## src/hssd_pkg.sv

```systemverilog
// Shared types, constants and lookup functions for the Hall sensor decoder.
// Used by every module of the block; depends on nothing.
package hssd_pkg;

	localparam int NUMER_BITS        = 24;
	localparam int INTERVAL_BITS_DEF = 16;
	localparam int SECTOR_BITS       = 3;
	localparam int ROT_BITS          = 2;
	localparam int ANGLE_BITS        = 9;
	localparam int TOTAL_BITS        = 32;
	localparam int QUEUE_DEPTH       = 2;
	localparam int ADDR_BITS         = 3;
	localparam int DATA_BITS         = 32;

	localparam logic [NUMER_BITS-1:0] RPM_NUMER_RESET = 24'd5000000;

	// register index, taken from paddr above the byte offset
	localparam logic REG_RPM_NUMERATOR = 1'b0;

	localparam logic OP_EDGE = 1'b0;
	localparam logic OP_INIT = 1'b1;

	localparam logic signed [ROT_BITS-1:0] ROT_NONE = 2'sb00;
	localparam logic signed [ROT_BITS-1:0] ROT_FWD  = 2'sb01;
	localparam logic signed [ROT_BITS-1:0] ROT_REV  = 2'sb11;

	localparam logic [SECTOR_BITS-1:0] SECTOR_NONE = 3'd0;

	typedef enum logic [1:0] {
		KIND_EDGE,
		KIND_INIT,
		KIND_REJECT
	} item_kind_t;

	typedef struct packed {
		item_kind_t             kind;
		logic [SECTOR_BITS-1:0] sector;
	} item_cls_t;

	typedef enum logic [1:0] {
		BK_IDLE,
		BK_DIV,
		BK_COMMIT
	} back_state_t;

	function automatic logic [SECTOR_BITS-1:0] sector_of_raw(input logic [2:0] raw);
		logic [SECTOR_BITS-1:0] s;
		unique case (raw)
			3'd1:    s = 3'd4;
			3'd2:    s = 3'd1;
			3'd3:    s = 3'd5;
			3'd4:    s = 3'd2;
			3'd5:    s = 3'd6;
			3'd6:    s = 3'd3;
			default: s = SECTOR_NONE;
		endcase
		return s;
	endfunction

	// forward sequence 1-5-4-6-2-3-1
	function automatic logic [SECTOR_BITS-1:0] fwd_after(input logic [SECTOR_BITS-1:0] s);
		logic [SECTOR_BITS-1:0] n;
		unique case (s)
			3'd1:    n = 3'd5;
			3'd2:    n = 3'd3;
			3'd3:    n = 3'd1;
			3'd4:    n = 3'd6;
			3'd5:    n = 3'd4;
			3'd6:    n = 3'd2;
			default: n = SECTOR_NONE;
		endcase
		return n;
	endfunction

	function automatic logic [ANGLE_BITS-1:0] deg_of_sector(input logic [SECTOR_BITS-1:0] s);
		logic [ANGLE_BITS-1:0] d;
		unique case (s)
			3'd2:    d = 9'd240;
			3'd3:    d = 9'd300;
			3'd4:    d = 9'd120;
			3'd5:    d = 9'd60;
			3'd6:    d = 9'd180;
			default: d = 9'd0;
		endcase
		return d;
	endfunction

endpackage

```

## src/hssd_front.sv

```systemverilog
// Front end: accepts input beats and classifies them as init, edge or reject.
// Uses hssd_pkg for the sector table and item types; feeds hssd_queue.
module hssd_front #(
	parameter int INTERVAL_BITS = hssd_pkg::INTERVAL_BITS_DEF
) (
	input  logic                     in_valid,
	output logic                     in_ready,
	input  logic                     opcode,
	input  logic [2:0]               hall_raw,
	input  logic [INTERVAL_BITS-1:0] edge_interval,
	input  logic                     q_full,
	output logic                     q_push,
	output hssd_pkg::item_cls_t      cls,
	output logic [INTERVAL_BITS-1:0] interval
);

	logic [hssd_pkg::SECTOR_BITS-1:0] sec;

	assign sec      = hssd_pkg::sector_of_raw(hall_raw);
	assign in_ready = !q_full;
	assign q_push   = in_valid && !q_full;
	assign interval = edge_interval;

	always_comb begin
		cls.sector = sec;
		if (opcode == hssd_pkg::OP_INIT) begin
			cls.kind = hssd_pkg::KIND_INIT;
		end else if (edge_interval != '0 && sec != hssd_pkg::SECTOR_NONE) begin
			cls.kind = hssd_pkg::KIND_EDGE;
		end else begin
			cls.kind = hssd_pkg::KIND_REJECT;
		end
	end

endmodule

```

## src/hssd_queue.sv

```systemverilog
// Short register FIFO between the front end and the back end.
// Generic width and depth; no package dependency beyond defaults.
module hssd_queue #(
	parameter int WIDTH = 8,
	parameter int DEPTH = hssd_pkg::QUEUE_DEPTH
) (
	input  logic             clk,
	input  logic             arst_n,
	input  logic             push,
	input  logic [WIDTH-1:0] din,
	output logic             full,
	input  logic             pop,
	output logic [WIDTH-1:0] dout,
	output logic             empty
);

	localparam int PTR_BITS = (DEPTH > 1) ? $clog2(DEPTH) : 1;
	localparam int CNT_BITS = $clog2(DEPTH + 1);

	logic [WIDTH-1:0]    mem_q [DEPTH];
	logic [PTR_BITS-1:0] wr_ptr_q;
	logic [PTR_BITS-1:0] rd_ptr_q;
	logic [CNT_BITS-1:0] count_q;
	logic                do_push;
	logic                do_pop;

	assign full    = (count_q == CNT_BITS'(DEPTH));
	assign empty   = (count_q == '0);
	assign do_push = push && !full;
	assign do_pop  = pop && !empty;
	assign dout    = mem_q[rd_ptr_q];

	always_ff @(posedge clk or negedge arst_n) begin
		if (!arst_n) begin
			wr_ptr_q <= '0;
			rd_ptr_q <= '0;
			count_q  <= '0;
		end else begin
			if (do_push) begin
				wr_ptr_q <= (wr_ptr_q == PTR_BITS'(DEPTH - 1)) ? '0 : wr_ptr_q + 1'b1;
			end
			if (do_pop) begin
				rd_ptr_q <= (rd_ptr_q == PTR_BITS'(DEPTH - 1)) ? '0 : rd_ptr_q + 1'b1;
			end
			if (do_push && !do_pop) begin
				count_q <= count_q + 1'b1;
			end else if (do_pop && !do_push) begin
				count_q <= count_q - 1'b1;
			end
		end
	end

	always_ff @(posedge clk) begin
		if (do_push) begin
			mem_q[wr_ptr_q] <= din;
		end
	end

endmodule

```

## src/hssd_div.sv

```systemverilog
// Restoring serial divider: one quotient bit per cycle.
// Uses hssd_pkg for the numerator width.
module hssd_div #(
	parameter int INTERVAL_BITS = hssd_pkg::INTERVAL_BITS_DEF
) (
	input  logic                            clk,
	input  logic                            arst_n,
	input  logic                            start,
	input  logic [hssd_pkg::NUMER_BITS-1:0] numer,
	input  logic [INTERVAL_BITS-1:0]        denom,
	output logic                            busy,
	output logic [hssd_pkg::NUMER_BITS-1:0] quot
);

	localparam int NB       = hssd_pkg::NUMER_BITS;
	localparam int CNT_BITS = $clog2(NB + 1);

	logic                     busy_q;
	logic [CNT_BITS-1:0]      cnt_q;
	logic [INTERVAL_BITS-1:0] rem_q;
	logic [INTERVAL_BITS-1:0] den_q;
	logic [NB-1:0]            quo_q;
	logic [INTERVAL_BITS:0]   trial;
	logic [INTERVAL_BITS:0]   diff;
	logic                     ge;

	assign trial = {rem_q, quo_q[NB-1]};
	assign ge    = (trial >= {1'b0, den_q});
	assign diff  = trial - {1'b0, den_q};
	assign busy  = busy_q;
	assign quot  = quo_q;

	always_ff @(posedge clk or negedge arst_n) begin
		if (!arst_n) begin
			busy_q <= 1'b0;
			cnt_q  <= '0;
		end else if (start) begin
			busy_q <= 1'b1;
			cnt_q  <= CNT_BITS'(NB);
		end else if (busy_q) begin
			cnt_q <= cnt_q - 1'b1;
			if (cnt_q == CNT_BITS'(1)) begin
				busy_q <= 1'b0;
			end
		end
	end

	// numerator shifts out of the top while quotient bits shift in below
	always_ff @(posedge clk) begin
		if (start) begin
			quo_q <= numer;
			rem_q <= '0;
			den_q <= denom;
		end else if (busy_q) begin
			rem_q <= ge ? diff[INTERVAL_BITS-1:0] : trial[INTERVAL_BITS-1:0];
			quo_q <= {quo_q[NB-2:0], ge};
		end
	end

endmodule

```

## src/hssd_back.sv

```systemverilog
// Back end: pops classified items, runs the divider, updates the decoder state.
// The state registers double as the output register. Uses hssd_pkg and hssd_div.
module hssd_back #(
	parameter int INTERVAL_BITS = hssd_pkg::INTERVAL_BITS_DEF
) (
	input  logic                                    clk,
	input  logic                                    arst_n,
	input  logic                                    q_empty,
	input  hssd_pkg::item_cls_t                     q_cls,
	input  logic [INTERVAL_BITS-1:0]                q_interval,
	output logic                                    q_pop,
	input  logic [hssd_pkg::NUMER_BITS-1:0]         numer,
	output logic                                    out_valid,
	input  logic                                    out_ready,
	output logic                                    accepted,
	output logic [hssd_pkg::SECTOR_BITS-1:0]        sector,
	output logic signed [hssd_pkg::ROT_BITS-1:0]    rotation,
	output logic [hssd_pkg::NUMER_BITS-1:0]         speed,
	output logic [hssd_pkg::ANGLE_BITS-1:0]         angle_deg,
	output logic [hssd_pkg::TOTAL_BITS-1:0]         edge_total
);

	hssd_pkg::back_state_t state_q;
	hssd_pkg::back_state_t state_d;

	logic                                 out_valid_q;
	logic                                 accepted_q;
	logic [hssd_pkg::SECTOR_BITS-1:0]     sector_q;
	logic signed [hssd_pkg::ROT_BITS-1:0] dir_q;
	logic [hssd_pkg::NUMER_BITS-1:0]      speed_q;
	logic [hssd_pkg::ANGLE_BITS-1:0]      angle_q;
	logic [hssd_pkg::TOTAL_BITS-1:0]      total_q;
	logic [hssd_pkg::SECTOR_BITS-1:0]     pend_sector_q;

	logic                                 out_free;
	logic                                 div_start;
	logic                                 div_busy;
	logic [hssd_pkg::NUMER_BITS-1:0]      div_quot;
	logic                                 commit_edge;
	logic                                 commit_init;
	logic                                 commit_reject;
	logic signed [hssd_pkg::ROT_BITS-1:0] dir_d;

	assign out_free = !out_valid_q || out_ready;

	hssd_div #(
		.INTERVAL_BITS(INTERVAL_BITS)
	) u_div (
		.clk   (clk),
		.arst_n(arst_n),
		.start (div_start),
		.numer (numer),
		.denom (q_interval),
		.busy  (div_busy),
		.quot  (div_quot)
	);

	always_ff @(posedge clk or negedge arst_n) begin
		if (!arst_n) begin
			state_q <= hssd_pkg::BK_IDLE;
		end else begin
			state_q <= state_d;
		end
	end

	always_comb begin
		state_d       = state_q;
		q_pop         = 1'b0;
		div_start     = 1'b0;
		commit_edge   = 1'b0;
		commit_init   = 1'b0;
		commit_reject = 1'b0;
		unique case (state_q)
			hssd_pkg::BK_IDLE: begin
				if (!q_empty) begin
					if (q_cls.kind == hssd_pkg::KIND_EDGE) begin
						q_pop     = 1'b1;
						div_start = 1'b1;
						state_d   = hssd_pkg::BK_DIV;
					end else if (out_free) begin
						q_pop = 1'b1;
						if (q_cls.kind == hssd_pkg::KIND_INIT) begin
							commit_init = 1'b1;
						end else begin
							commit_reject = 1'b1;
						end
					end
				end
			end
			hssd_pkg::BK_DIV: begin
				if (!div_busy) begin
					state_d = hssd_pkg::BK_COMMIT;
				end
			end
			hssd_pkg::BK_COMMIT: begin
				if (out_free) begin
					commit_edge = 1'b1;
					state_d     = hssd_pkg::BK_IDLE;
				end
			end
			default: state_d = hssd_pkg::BK_IDLE;
		endcase
	end

	// direction only moves on a step to an adjacent sector
	always_comb begin
		dir_d = dir_q;
		if (sector_q != hssd_pkg::SECTOR_NONE && sector_q != pend_sector_q) begin
			if (hssd_pkg::fwd_after(sector_q) == pend_sector_q) begin
				dir_d = hssd_pkg::ROT_FWD;
			end else if (hssd_pkg::fwd_after(pend_sector_q) == sector_q) begin
				dir_d = hssd_pkg::ROT_REV;
			end
		end
	end

	always_ff @(posedge clk or negedge arst_n) begin
		if (!arst_n) begin
			out_valid_q   <= 1'b0;
			accepted_q    <= 1'b0;
			sector_q      <= hssd_pkg::SECTOR_NONE;
			dir_q         <= hssd_pkg::ROT_NONE;
			speed_q       <= '0;
			angle_q       <= '0;
			total_q       <= '0;
			pend_sector_q <= hssd_pkg::SECTOR_NONE;
		end else begin
			if (div_start) begin
				pend_sector_q <= q_cls.sector;
			end
			if (commit_edge || commit_init || commit_reject) begin
				out_valid_q <= 1'b1;
				accepted_q  <= !commit_reject;
			end else if (out_ready) begin
				out_valid_q <= 1'b0;
			end
			if (commit_init) begin
				sector_q <= q_cls.sector;
				dir_q    <= hssd_pkg::ROT_NONE;
				speed_q  <= '0;
				angle_q  <= '0;
				total_q  <= '0;
			end
			if (commit_edge) begin
				sector_q <= pend_sector_q;
				dir_q    <= dir_d;
				speed_q  <= div_quot;
				angle_q  <= hssd_pkg::deg_of_sector(pend_sector_q);
				total_q  <= total_q + 1'b1;
			end
		end
	end

	assign out_valid  = out_valid_q;
	assign accepted   = accepted_q;
	assign sector     = sector_q;
	assign rotation   = dir_q;
	assign speed      = speed_q;
	assign angle_deg  = angle_q;
	assign edge_total = total_q;

endmodule

```

## src/hall_sensor_speed_direction_decoder.sv

```systemverilog
// Top level of the three-phase Hall sensor decoder: APB register, front end,
// queue and back end. Uses hssd_pkg, hssd_front, hssd_queue, hssd_back.
//
// Usage:
//   Input channel (in_valid/in_ready) carries one beat per Hall edge or init
//   command: opcode, hall_raw, edge_interval. Output channel
//   (out_valid/out_ready) returns one beat per input beat, in order, showing
//   the decoder state after that item.
//   The APB port holds rpm_numerator at byte address 0; speed is
//   rpm_numerator / edge_interval, floored.
// Flow:
//   An init or rejected item passes through the queue and is registered into
//   the output state as the back end pops it. A valid edge runs the serial
//   divider, one quotient bit per cycle, and is committed when the divider is
//   done; the back end pops no new item before then. A two-entry queue keeps
//   taking input beats while the divider works; in_ready drops only when full.
// Reset: arst_n clears the state (sector, direction, speed, angle, count to
//   zero), empties the queue and reloads rpm_numerator with 5000000.
// Stall: while out_ready is low the result beat holds; the back end waits
//   and the queue then fills before the input side stalls.
module hall_sensor_speed_direction_decoder #(
	parameter int INTERVAL_BITS = hssd_pkg::INTERVAL_BITS_DEF
) (
	input  logic                                  clk,
	input  logic                                  arst_n,
	input  logic                                  psel,
	input  logic                                  penable,
	input  logic                                  pwrite,
	input  logic [hssd_pkg::ADDR_BITS-1:0]        paddr,
	input  logic [hssd_pkg::DATA_BITS-1:0]        pwdata,
	output logic [hssd_pkg::DATA_BITS-1:0]        prdata,
	output logic                                  pready,
	input  logic                                  in_valid,
	output logic                                  in_ready,
	input  logic                                  opcode,
	input  logic [2:0]                            hall_raw,
	input  logic [INTERVAL_BITS-1:0]              edge_interval,
	output logic                                  out_valid,
	input  logic                                  out_ready,
	output logic                                  accepted,
	output logic [hssd_pkg::SECTOR_BITS-1:0]      sector,
	output logic signed [hssd_pkg::ROT_BITS-1:0]  rotation,
	output logic [hssd_pkg::NUMER_BITS-1:0]       speed,
	output logic [hssd_pkg::ANGLE_BITS-1:0]       angle_deg,
	output logic [hssd_pkg::TOTAL_BITS-1:0]       edge_total
);

	localparam int Q_WIDTH = $bits(hssd_pkg::item_cls_t) + INTERVAL_BITS;

	logic [hssd_pkg::NUMER_BITS-1:0] numer_q;
	logic                            sel_numer;

	hssd_pkg::item_cls_t      f_cls;
	logic [INTERVAL_BITS-1:0] f_interval;
	logic                     q_push;
	logic                     q_full;
	logic                     q_pop;
	logic                     q_empty;
	logic [Q_WIDTH-1:0]       q_dout;
	hssd_pkg::item_cls_t      q_cls;
	logic [INTERVAL_BITS-1:0] q_interval;

	assign pready    = 1'b1;
	assign sel_numer = (paddr[hssd_pkg::ADDR_BITS-1:2] == hssd_pkg::REG_RPM_NUMERATOR);
	assign prdata    = sel_numer ? hssd_pkg::DATA_BITS'(numer_q) : '0;

	always_ff @(posedge clk or negedge arst_n) begin
		if (!arst_n) begin
			numer_q <= hssd_pkg::RPM_NUMER_RESET;
		end else if (psel && penable && pwrite && sel_numer) begin
			numer_q <= pwdata[hssd_pkg::NUMER_BITS-1:0];
		end
	end

	hssd_front #(
		.INTERVAL_BITS(INTERVAL_BITS)
	) u_front (
		.in_valid     (in_valid),
		.in_ready     (in_ready),
		.opcode       (opcode),
		.hall_raw     (hall_raw),
		.edge_interval(edge_interval),
		.q_full       (q_full),
		.q_push       (q_push),
		.cls          (f_cls),
		.interval     (f_interval)
	);

	hssd_queue #(
		.WIDTH(Q_WIDTH),
		.DEPTH(hssd_pkg::QUEUE_DEPTH)
	) u_queue (
		.clk   (clk),
		.arst_n(arst_n),
		.push  (q_push),
		.din   ({f_cls, f_interval}),
		.full  (q_full),
		.pop   (q_pop),
		.dout  (q_dout),
		.empty (q_empty)
	);

	assign q_cls      = hssd_pkg::item_cls_t'(q_dout[Q_WIDTH-1:INTERVAL_BITS]);
	assign q_interval = q_dout[INTERVAL_BITS-1:0];

	hssd_back #(
		.INTERVAL_BITS(INTERVAL_BITS)
	) u_back (
		.clk       (clk),
		.arst_n    (arst_n),
		.q_empty   (q_empty),
		.q_cls     (q_cls),
		.q_interval(q_interval),
		.q_pop     (q_pop),
		.numer     (numer_q),
		.out_valid (out_valid),
		.out_ready (out_ready),
		.accepted  (accepted),
		.sector    (sector),
		.rotation  (rotation),
		.speed     (speed),
		.angle_deg (angle_deg),
		.edge_total(edge_total)
	);

endmodule

```

## config.mk

```make
export PLATFORM = sky130hd
export DESIGN_NAME = hall_sensor_speed_direction_decoder
export DESIGN_NICKNAME = d
export VERILOG_FILES = /design/src/hssd_pkg.sv /design/src/hssd_front.sv /design/src/hssd_queue.sv /design/src/hssd_div.sv /design/src/hssd_back.sv /design/src/hall_sensor_speed_direction_decoder.sv
export SDC_FILE = /design/constraint.sdc
export NUM_CORES = 1
export LEC_CHECK = 0
export BUFFER_PORTS_ARGS = -buffer_cell sky130_fd_sc_hd__buf_2
export CORE_ASPECT_RATIO = 1.25
export CORE_MARGIN = 2
export CORE_UTILIZATION = 45
export CTS_CLUSTER_SIZE = 40
export DETAILED_ROUTE_END_ITERATION = 10
export GPL_ROUTABILITY_DRIVEN = 0
export PLACE_DENSITY_LB_ADDON = 0.2
export REMOVE_ABC_BUFFERS = 1
export SYNTH_ARGS = -nofsm -noshare
export SYNTH_HDL_FRONTEND = slang
export SYNTH_SLANG_ARGS = --single-unit
```

## constraint.sdc

```tcl
create_clock -name clk -period 6.4 [get_ports clk]
set_input_delay 0 -clock clk [delete_from_list [all_inputs] [get_ports clk]]
set_output_delay 0 -clock clk [all_outputs]
set_load 0.005 [all_outputs]
```

==> results_dict.tcl <==
set metrics [dict create \
    grt_pass1_wl_um 36600 \
    drv_slew 0 \
    power_leakage_nw 5.46 \
    fin_cells 1401 \
    port_buffers 146 \
    total_power_mw 5.48 \
    synth_cell_type_count 71 \
    critPathMaxFanout 55 \
    syn_to_final_growth_pct 22.3 \
    yosysTopAreaCell "dfrtp_1" \
    synth_area_leaders "dfrtp_1 (26%), edfxtp_1 (25%), nand2_1 (6.7%)" \
    fin_crit_ns 3.39 \
    switchingPower_mw 1.92 \
    yosys.area_share.simple_pct 17.9 \
    combPwrFrac_pct 35.3 \
    crit_path_max_incr_delay_ns 1.14 \
    hold_class "input port to async pin" \
    cp_cell_sequence "nor3_1, o21ai_4, buf_4, nand2_1" \
    clock_skew_ns 0.0236 \
    p_clk_share_pct 24.6 \
    p_seq_share_pct 40.1 \
    overflow 0 \
    ys_top_cells_by_count "nand2_1 (173), dfrtp_1 (101), edfxtp_1 (82)" \
    worstSetupStartpointType "flip-flop" \
    placed_cells 1313 \
    die_area_mm2 0.0229 \
    yosys.area.top_type_share_pct 25.9 \
    cp.required_ns 6.39 \
    dr.pass1.iters 4 \
    postCtsSetupRepairBufs 0 \
    place_area_mm2 0.0107 \
    yosysMostFrequentCell "nand2_1" \
    maxSlewHeadroom_pct 19.9 \
    clock.fmax_ghz 0.295 \
    r2r_start "u_queue.rd_ptr_q" \
    grt_use_total_pct 19.7 \
    max_cap_viol_count 0 \
    clock_sinks 207 \
    cts.path.max_buffers 3 \
    row_count 60 \
    start_util_pct 45.6 \
    drive_above_1_share_pct 22.2 \
    hold_violations 0 \
    status "finished clean" \
    synth_compound_area_share_pct 10.3 \
    die_y_um 169 \
    avgSynthCellArea_um2 10.5 \
    nets 1189 \
    clock_latency_ns 0.51 \
    core_mm2 0.0214 \
    powerDensity_mw_per_mm2 459 \
    ios 168 \
    synth_mux_area_share_pct 6.06 \
    vias 7364 \
    crit_type "flip-flop to flip-flop" \
    fin_ws_ns 3.01 \
    setup_viol 0 \
    crit_arrival_ns 3.38 \
    period_share_pct 53.0 \
    final_antenna_net_count 0 \
    dp_hpwl_um 14200 \
    design_area_mm2 0.0119 \
    tritoncts "built" \
    synth_top_family_by_area "simple AND/OR/NAND/NOR gates" \
    ir_worst_vdd_v 0.000240 \
    synth_edf_count 82 \
    die_w_um 136 \
    dpl_worst_slack_ns 2.98 \
    numCtsBuffers 22 \
    cp-startpoint "u_queue.rd_ptr_q" \
    swShare_pct 35.0 \
    async_flop_share_pct 52.7 \
    synth-xor-area-share_pct 2.24 \
    hold_ws_ns 0.0290 \
    cts.htree.levels 1 \
    synth_area_mm2 0.00976 \
    synth-seq-cells 207 \
    internal_power_mw 3.56 \
    wl_um 22300 \
    worst_slew_pin_slew_ns 1.20 \
    post_drt_via_cell_ratio 5.26 \
    grt_max_degree 68 \
    end_kind "flip-flop" \
    route.detailed.drc 0 \
    fin_setup_tns_ns 0 \
    ys.flop_type "dfrtp_1" \
    crit_slowest_cell "dfrtp_1" \
    grt_pass1_vias 7230 \
    diodes 0 \
    path_clk_slew_ns 0.06 \
    synth_seq_area_share_pct 56.5 \
    cts-root-buf "clkbuf_16" \
    synth-warning-count 0 \
    rsz0062_at_grt "no" \
    first_iter_violations 380 \
    antenna_found_initial 0 \
    synth_cells 930 \
    final_util_pct 55.8 \
    wire_per_inst_um 15.9 \
    synth-adder-area-share_pct 2.77 \
]
## layout by cell type, fill, tap and decap left out, types with 11 or more instances in the layout
cell type,n
a21oi_1,33
a31oi_1,13
buf_2,145
clkbuf_16,24
conb_1,11
dfrtp_1,101
dfxtp_1,16
dlygate4sd3_1,48
edfxtp_1,82
ha_1,20
inv_1,32
mux2_2,41
mux2i_1,13
nand2_1,173
nand3_1,63
nand4_1,11
nor2_1,35
nor2b_1,29
o211ai_1,12
o21ai_0,49
o31ai_1,14
xnor2_1,14
xor2_1,11
## critical path: cells and delay by family, from the launching register on
| family | cells | cell delay, ns |
|---|---|---|
| compound gates | 1 | 0.20 |
| flops | 1 | 1.14 |
| buf+inv | 1 | 0.52 |
| simple gates | 2 | 0.97 |
## power groups by stage
stage                     clock network (mW)  logic (mW)  registers (mW)
after floorplan                            0        1.37            2.16
after global placement                     0        1.90            2.21
after detailed placement                   0        1.93            2.22
after CTS                               1.37        1.96            2.20
after global routing                    1.43        2.19            2.26
final                                   1.35        1.93            2.20
## final timing paths
check	slack, ns	cells after the start	endpoint
min reg2reg	0.46	2	u_back.speed[3]
min in group clk	0.06	3	u_back.out_valid
max	3.01	4	u_back.u_div.quot[23]
max in group asynchronous	5.08	3	numer_q[23]
min	0.03	2	u_back.edge_total[29]
max reg2reg	3.01	4	u_back.u_div.quot[23]
## sequential cells by signal, summed over array words and instances (netlist names), 5 cells and up
signal              cells
u_queue.mem_q          42
u_back.edge_total      32
numer_q                24
u_back.speed           24
u_back.u_div.quot      24
u_back.u_div.den_q     16
u_back.u_div.rem_q     16
u_back.angle_deg        7
u_back.u_div.cnt_q      5
## repair_timing
item / in CTS / in global routing
endpoints found under the hold margin: 109 / 0
setup endpoints to repair: 0 / 0
hold buffers: 48 / 0
resized for setup: 0 / 0
## cell type report
class                           instances  area (um2)
Clock inverter                          7        93.8
Inverter                               33         124
Sequential cell                       207        5520
Timing Repair Buffer                  201        1270
Tap cell                              279         349
Clock buffer                           33         694
Multi-Input combinational cell        641        3890
Fill cell                            1870        9460
## layer usage
| metal | GRT usage (%) | wire length (um) |
|---|---|---|
| met5 | 0 | 0 |
| met4 | 4.89 | 452 |
| met3 | 3.74 | 1090 |
| met2 | 34.3 | 11200 |
| met1 | 25.2 | 9530 |
## cells by family (layout without fill, tap and decap cells)
family,count (synthesis),count (layout)
xor+xnor,25,25
buf+inv,91,274
flops,207,207
simple gates,371,371
mux,54,54
compound gates,159,159
other cells,2,11
fa+ha+maj,21,21
No activity file was read; power rests on OpenSTA's default activity.
